$ cat src/sv/gso_pkg.sv
`timescale 1ns / 1ps
// Shared types and constants for the Gram-Schmidt orthonormalizing store.
// Used by gso_shsub and gram_schmidt_orthonormalize; no dependencies.
package gso_pkg;

  localparam int MAX_ROWS_DEF = 16;
  localparam int MAX_COLS_DEF = 16;

  // Configuration reset values
  localparam logic [4:0]  NUM_ROWS_RST  = 5'd16;
  localparam logic [4:0]  NUM_COLS_RST  = 5'd16;
  localparam logic [4:0]  NUM_CONST_RST = 5'd0;
  localparam logic [3:0]  MAX_ITER_RST  = 4'd1;
  localparam logic [30:0] THRESH_RST    = 31'd0;

  typedef enum logic [1:0] {
    FUNC_WRITE = 2'd0,
    FUNC_RUN   = 2'd1,
    FUNC_READ  = 2'd2,
    FUNC_NOP   = 2'd3
  } func_t;

  typedef enum logic [2:0] {
    CFG_NUM_ROWS  = 3'd0,
    CFG_NUM_COLS  = 3'd1,
    CFG_NUM_CONST = 3'd2,
    CFG_MAX_ITER  = 3'd3,
    CFG_THRESH    = 3'd4
  } cfg_reg_t;

  typedef enum logic {
    UOP_SQRT = 1'b0,
    UOP_DIV  = 1'b1
  } unit_op_t;

  typedef struct packed {
    logic [1:0]         func;
    logic [3:0]         row_index;
    logic [3:0]         col_index;
    logic signed [31:0] elem_value;
  } in_item_t;

  typedef struct packed {
    logic signed [31:0] read_value;
    logic [4:0]         vector_count;
  } out_item_t;

  typedef struct packed {
    logic     start;
    unit_op_t op;
  } unit_req_t;

  typedef struct packed {
    logic        done;
    logic [47:0] result;
  } unit_rsp_t;

endpackage

$ cat src/sv/gso_shsub.sv
`timescale 1ns / 1ps
// Shared shift/subtract unit: 64-bit integer square root (one root bit per cycle)
// and 48/32-bit restoring divide (one quotient bit per cycle). Uses gso_pkg.
module gso_shsub (
  input  logic               clk,
  input  logic               rst,
  input  gso_pkg::unit_req_t req,
  input  logic [63:0]        radicand,
  input  logic [47:0]        numer,
  input  logic [31:0]        denom,
  output gso_pkg::unit_rsp_t rsp
);

  localparam int UW = 36;
  localparam logic [5:0] SQRT_STEPS = 6'd32;
  localparam logic [5:0] DIV_STEPS  = 6'd48;

  logic              busy;
  gso_pkg::unit_op_t op;
  logic [UW-1:0]     rem;
  logic [63:0]       src;
  logic [47:0]       quo;
  logic [31:0]       den;
  logic [5:0]        cnt;
  logic              done;

  logic [UW-1:0] opa;
  logic [UW-1:0] opb;
  logic [UW:0]   diff;
  logic          take;

  always_comb begin
    if (op == gso_pkg::UOP_SQRT) begin
      opa = {rem[UW-3:0], src[63:62]};
      opb = {quo[UW-3:0], 2'b01};
    end else begin
      opa = {rem[UW-2:0], src[63]};
      opb = UW'(den);
    end
    diff = {1'b0, opa} - {1'b0, opb};
    take = !diff[UW];
  end

  always_ff @(posedge clk) begin
    if (rst) begin
      busy <= 1'b0;
      done <= 1'b0;
      op   <= gso_pkg::UOP_SQRT;
    end else begin
      done <= 1'b0;
      if (req.start) begin
        busy <= 1'b1;
        op   <= req.op;
        rem  <= '0;
        quo  <= '0;
        den  <= denom;
        if (req.op == gso_pkg::UOP_SQRT) begin
          src <= radicand;
          cnt <= SQRT_STEPS - 6'd1;
        end else begin
          src <= {numer, 16'd0};
          cnt <= DIV_STEPS - 6'd1;
        end
      end else if (busy) begin
        rem <= take ? diff[UW-1:0] : opa;
        quo <= {quo[46:0], take};
        src <= (op == gso_pkg::UOP_SQRT) ? {src[61:0], 2'b00} : {src[62:0], 1'b0};
        cnt <= cnt - 6'd1;
        if (cnt == 6'd0) begin
          busy <= 1'b0;
          done <= 1'b1;
        end
      end
    end
  end

  assign rsp.done   = done;
  assign rsp.result = quo;

endmodule

$ cat config.mk
export PLATFORM = sky130hd
export DESIGN_NAME = gso_shsub
export DESIGN_NICKNAME = d
export VERILOG_FILES = /design/src/sv/gso_pkg.sv /design/src/sv/gso_shsub.sv
export SDC_FILE = /design/constraint.sdc
export NUM_CORES = 1
export LEC_CHECK = 0
export BUFFER_PORTS_ARGS = -buffer_cell sky130_fd_sc_hd__buf_4
export CAP_MARGIN = 20
export CORE_UTILIZATION = 40
export DETAILED_ROUTE_END_ITERATION = 8
export PLACE_DENSITY_LB_ADDON = 0.3
export REMOVE_ABC_BUFFERS = 1
export SYNTH_ARGS = -nofsm -noshare
export SYNTH_HDL_FRONTEND = slang
export SYNTH_SLANG_ARGS = --single-unit
$ cat constraint.sdc
create_clock -name clk -period 7.1 [get_ports clk]
set_input_delay 0.355 -clock clk [delete_from_list [all_inputs] [get_ports clk]]
set_output_delay 0.355 -clock clk [all_outputs]
set_load 0.01 [all_outputs]
* After elaboration in Yosys (flattened, before gate mapping)
Index checks and enable logic that the tools add are counted.
** Word-level totals
- Word-level logic and storage cells :: 34
- Bits of input ports :: 148
- Memories :: 0
- Register bits after elaboration :: 188
- ROM bits :: 0
- Memory bits (writable) :: 0
- Latch bits :: 0
- Output and inout bits :: 49
** Operators by class
- Div/mod/pow operators :: 0
- Order comparisons :: 0
- Eq/ne operators :: 0
- Multiplexer cells :: 16
- $mul :: 0
- Reductions and logical operators :: 6
- Add/sub/neg operators :: 2
- Shift-type cells :: 0
- Bitwise gates (word level) :: 2
** Operator list (number)
- 64-bit 2-to-1 mux :: 4
- 36-bit 2-to-1 mux :: 2
- 35-bit 2-to-1 mux :: 2
- 48-bit 2-to-1 mux :: 1
- 36-bit by 36-bit subtractor with 37-bit output :: 1
- 6-bit 2-to-1 mux :: 3
- 6-bit logical NOT :: 1
- 6-bit by 1-bit subtractor with 6-bit output, second input constant :: 1
- 1-bit 2-to-1 mux :: 4
- 2-bit AND reduction :: 2
- 3-bit OR reduction :: 1
- 1-bit NOT :: 2
- 2-bit nonzero test :: 1
- 1-bit logical NOT :: 1

* Depth between registers and ports, before layout
- Depth in word-level cells :: 4
- Mapped depth :: 18
- Mapped depth without buffers :: 13

* Least setup slack after synthesis
Ideal clock, no wire load.
- Path kind :: input-to-reg
- Start point :: input req[1] in the netlist's numbering
- End point :: register cnt[0] (enable)
- Buffers on the path :: 1
- Required time :: 6.433 ns
- Arrival :: 7.054 ns
- Setup time :: 0.667 ns
- Path slack :: -0.621 ns
- Stages on the path :: 3
- Path through :: clkbuf_1 nor2_1 nor2_1
** On the way
- Cells in the longest elaborated chain, start to end :: 2
** RTL lines
- from (decl) :: line gso_shsub.sv:7 : input gso_pkg::unit_req_t req,
- 2-bit nonzero test (no source line)
- 2-bit AND reduction (no source line)
- to (signal assigned) :: line gso_shsub.sv:59 : cnt <= SQRT_STEPS - 6'd1;
- to (signal assigned) :: line gso_shsub.sv:62 : cnt <= DIV_STEPS - 6'd1;
- to (signal assigned) :: line gso_shsub.sv:68 : cnt <= cnt - 6'd1;
- to (decl) :: line gso_shsub.sv:24 : logic [5:0] cnt;
Every way passes these cells.
A chain may end at the register's enable or synchronous reset.

* Worst setup path after layout
- Start point :: register op
- End point :: register rem[29] (data pin)
** On the way
- Cells in the longest elaborated chain, start to end :: 4
- Elaborated cells on any way between the ends :: 5
- Those cells by class :: 1 x add/sub; 4 x mux
** RTL lines
- from (decl) :: line gso_shsub.sv:19 : gso_pkg::unit_op_t op;
- from (signal assigned) :: line gso_shsub.sv:48 : op <= gso_pkg::UOP_SQRT;
- from (signal assigned) :: line gso_shsub.sv:53 : op <= req.op;
- 36-bit 2-to-1 mux :: line gso_shsub.sv:33 : if (op == gso_pkg::UOP_SQRT) begin
- 36-bit by 36-bit subtractor with 37-bit output :: line gso_shsub.sv:40 : diff = {1'b0, opa} - {1'b0, opb};
- 35-bit 2-to-1 mux (*) :: line gso_shsub.sv:65 : rem <= take ? diff[UW-1:0] : opa;
- 35-bit 2-to-1 mux (*) :: line gso_shsub.sv:64 : end else if (busy) begin
- to (signal assigned) :: line gso_shsub.sv:65
- to (decl) :: line gso_shsub.sv:20 : logic [UW-1:0] rem;
Every way passes the cells marked *; elsewhere a longest branch is shown, timed or not. The select of a mux whose other input is x is not followed.

==> impl_metrics.py <==
metrics = {
    "global_route": {
        "grt_first_pass_wirelength_mm": 40.03,
        "overflow": 0,
        "antenna_found_initial": 1,
        "grt_usage_pct": 17.60,
        "grt_start_max_net_pins": 102,
        "grt_pass1_vias": 7672,
    },
    "setup_path": {
        "cp_cell_sequence": "buf_4 > mux2_2 > ha_1 > a21oi_1 > o21ai_0 > a21oi_2 > o32ai_2 > a2111oi_4 > nor2_4 > o221ai_4 > nor2_1 > a2111oi_2",
        "crit_buf_inv": 1,
        "arrival_ns": 5.13,
        "max_stage_delay_ns": 0.92,
        "critical_path_class": "reg2reg",
        "cp-start-kind": "register",
        "endpoint_kind": "register",
        "critPathMaxFanout": 59,
        "slowest_stage": "dfxtp_4",
        "critical-path-top-delay-family": "compound AO/OA/AOI/OAI gates",
        "cp_data_required_time_ns": 7.32,
    },
    "timing": {
        "max_slew_margin_pct": 29.97,
        "rsz0062_at_grt": "false",
        "period_share_pct": 69.08,
        "fin_skew_ns": 0.01214,
        "final_max_slew_viol_count": 0,
        "max_freq_mhz": 203.9,
        "hold_viol": 0,
        "finalSetupViolations": 0,
        "fin_hold_ws_ns": 0.09029,
        "tightest_slew_ns": 1.048,
        "period_minus_slack_ns": 4.904,
    },
    "pwr": {
        "p_comb_share_pct": 28.1,
        "total_power_uw": 3240,
        "p_int_uw": 2205,
        "power_density_nw_per_um2": 240.0,
        "power_switching_uw": 1035,
        "ir_drop_v": 0.0001367,
        "p_leak_uw": 0.005140,
        "p_clk_share_pct": 29.1,
        "switching_share_pct": 31.95,
        "pwr-share-seq_pct": 42.8,
    },
    "die": {
        "chipWidth_um": 168.9,
        "initial_core_util_pct": 41.02,
        "die_h_um": 168.9,
        "row_count": 60,
        "coreArea_sq_um": 27180,
        "fp.dieArea_sq_um": 28540,
        "ios": 197,
    },
    "layout": {
        "design_area_sq_um": 13500,
        "layout.nets": 1340,
        "syn2layout_area_growth_pct": 21.11,
        "stdcell_count": 1540,
        "fillers": 2502,
        "drive_gt1_share_pct": 25.96,
    },
    "placed_design": {
        "dpl_cell_area_sq_um": 12910,
        "place_inst": 1506,
        "dp.final_hpwl_mm": 17.10,
        "place_congestion": 0.8763,
        "port_buffers": 196,
    },
    "synthesis": {
        "netlist_area_sq_um": 11150,
        "synthCells": 989,
        "synth-seq-cells": 188,
        "synth_cell_types": 71,
        "ys.flop_type": "edfxtp_1",
        "yosys_warnings": 0,
        "async_reset_ff_share_pct": 0,
        "synth_sequential_area_ratio_pct": 50.37,
        "synth.avg_cell_area_sq_um": 11.27,
        "synth-edff-count": 185,
    },
    "drt": {
        "drt-total-wl_mm": 24.99,
        "post_drt_wl_per_cell_um": 16.23,
        "post-route-drc-count": 0,
        "drt_iter0_drc": 606,
        "via_per_inst": 5.245,
        "first_pass_iters": 5,
        "drtAntennaViolNets": 0,
        "num_vias": 8077,
    },
    "clocking": {
        "clkSinkCount": 188,
        "h-tree-depth": 4,
        "tritoncts": "done",
        "root_buffer": "clkbuf_16",
        "clockBufferDepth": 2,
        "hold_buffers": 0,
        "numCtsBuffers": 17,
        "ctsResizeCount": 0,
        "clk_pin_slew_ns": 0.08,
        "post-cts-setup-buffers": 0,
        "clock_latency_ns": 0.44,
    },
    "hold_path": {
        "min_path_type": "in2reg",
    },
    "job": {
        "max_cap_viol_count": 0,
    },
    "status": {
        "status": "completed",
    },
}
-- per-layer routing --
layer	GRT usage [%]	up-vias	wire length, um
li1	-	4021	-
met1	24.54	3812	12150
met2	27.72	229	11290
met3	3.858	15	1379
met4	4.348	0	172
met5	0	-	0
-- layout make-up --
cell class                      count  area, sq um  area share (%)
Sequential cell                   188         5619           41.62
Multi-Input combinational cell    724         5226           38.71
Clock inverter                     15        150.1           1.112
Timing Repair Buffer              204         1541           11.42
Inverter                           19        71.32          0.5282
Clock buffer                       17        425.4           3.151
Tap cell                          372        465.4           3.447
Antenna cell                        1        2.502         0.01853
-- worst register-to-register path, stage by stage (launching register included) --
cell	delay, ns
dfxtp_4	0.92
buf_4	0.57
mux2_2	0.40
ha_1	0.39
a21oi_1	0.24
o21ai_0	0.15
a21oi_2	0.18
o32ai_2	0.12
a2111oi_4	0.39
nor2_4	0.08
o221ai_4	0.71
nor2_1	0.12
a2111oi_2	0.42
-- synthesized netlist by cell type (3+ instances only) --
| cell | instances | share of area (%) |
|---|---|---|
| a211oi_1 | 53 | 3.6 |
| a211oi_2 | 6 | 0.67 |
| a21o_1 | 7 | 0.47 |
| a21oi_1 | 103 | 4.6 |
| a21oi_2 | 4 | 0.31 |
| and2_1 | 3 | 0.17 |
| and3_1 | 8 | 0.45 |
| buf_1 | 7 | 0.24 |
| buf_4 | 4 | 0.27 |
| clkbuf_1 | 43 | 1.4 |
| dfxtp_1 | 3 | 0.54 |
| edfxtp_1 | 185 | 50 |
| ha_1 | 37 | 4.2 |
| inv_1 | 18 | 0.61 |
| mux2_2 | 35 | 3.5 |
| mux2i_1 | 94 | 8.4 |
| nand2_1 | 90 | 3.0 |
| nand2b_1 | 11 | 0.62 |
| nand3_1 | 4 | 0.18 |
| nand4_1 | 5 | 0.28 |
| nor2_1 | 33 | 1.1 |
| nor2b_1 | 100 | 5.6 |
| nor3_1 | 8 | 0.36 |
| o21a_1 | 5 | 0.34 |
| o21ai_0 | 30 | 1.3 |
| o21ai_1 | 3 | 0.13 |
| o21bai_1 | 3 | 0.20 |
| o31ai_1 | 4 | 0.27 |
| xnor2_1 | 21 | 1.6 |
| xor2_1 | 11 | 0.86 |
-- power by group through the flow --
stage / Combinational, uW / Clock (uW) / Sequential, uW
floorplan: 631 / 0 / 1420
finish: 909 / 944 / 1390
CTS: 908 / 968 / 1390
detailed placement: 899 / 0 / 1410
global route: 1010 / 1000 / 1400
global placement: 886 / 0 / 1410
-- worst paths after layout --
| kind | slack [ns] | start | endpoint | depth (start not counted) |
|---|---|---|---|---|
| min reg2reg | 0.48 | busy$_SDFF_PP0_ | done$_SDFF_PP0_ | 1 |
| min | 0.09 | denom[14] | den[14]$_DFFE_PP_ | 1 |
| max reg2reg | 2.20 | op$_SDFFE_PP0P_ | rem[29]$_SDFFCE_PP0P_ | 12 |
| max | 2.20 | op$_SDFFE_PP0P_ | rem[29]$_SDFFCE_PP0P_ | 12 |
-- cell usage in the layout, fill, tap and decap left out, types with 5 or more instances in the layout --
master	count
a211oi_2	6
xor2_1	11
and3_1	8
nor3_1	8
mux2_2	35
buf_4	202
clkbuf_16	17
xnor2_1	21
a21o_1	7
a21oi_1	103
nand2b_1	11
nor2b_1	100
o21a_1	5
nor2_1	31
o21ai_0	30
inv_1	18
nand2_1	90
nand4_1	5
edfxtp_1	185
a211oi_1	53
mux2i_1	94
inv_6	5
ha_1	37
-- sequential cells by signal (all words and copies together), names as in the netlist --
register  flops
src          64
done          1
busy          1
rem          35
den          32
op            1
quo          48
cnt           6
-- metrics by stage --
| stage | utilization [%] | TNS [ns] | setup WS (ns) |
|---|---|---|---|
| 4_1_cts | 49.62 | 0 | 2.194 |
| 3_3_place_gp | 47.50 | 0 | 2.436 |
| 6_report | 49.68 | 0 | 2.196 |
| 2_1_floorplan | - | -74.24 | -0.6261 |
| 3_5_place_dp | 47.50 | 0 | 2.253 |
| 5_1_grt | 49.67 | 0 | 1.850 |
-- cells by family after synthesis --
group | share of synthesized area (%)
buffers and inverters | 2.884
multiplexers | 11.98
adder cells (fa/ha/maj) | 4.332
flip-flops | 50.37
AND/OR/NAND/NOR | 12.81
XOR/XNOR | 2.514
AO/OA/AOI/OAI | 15.12
Power figures use the tool's default switching activity.
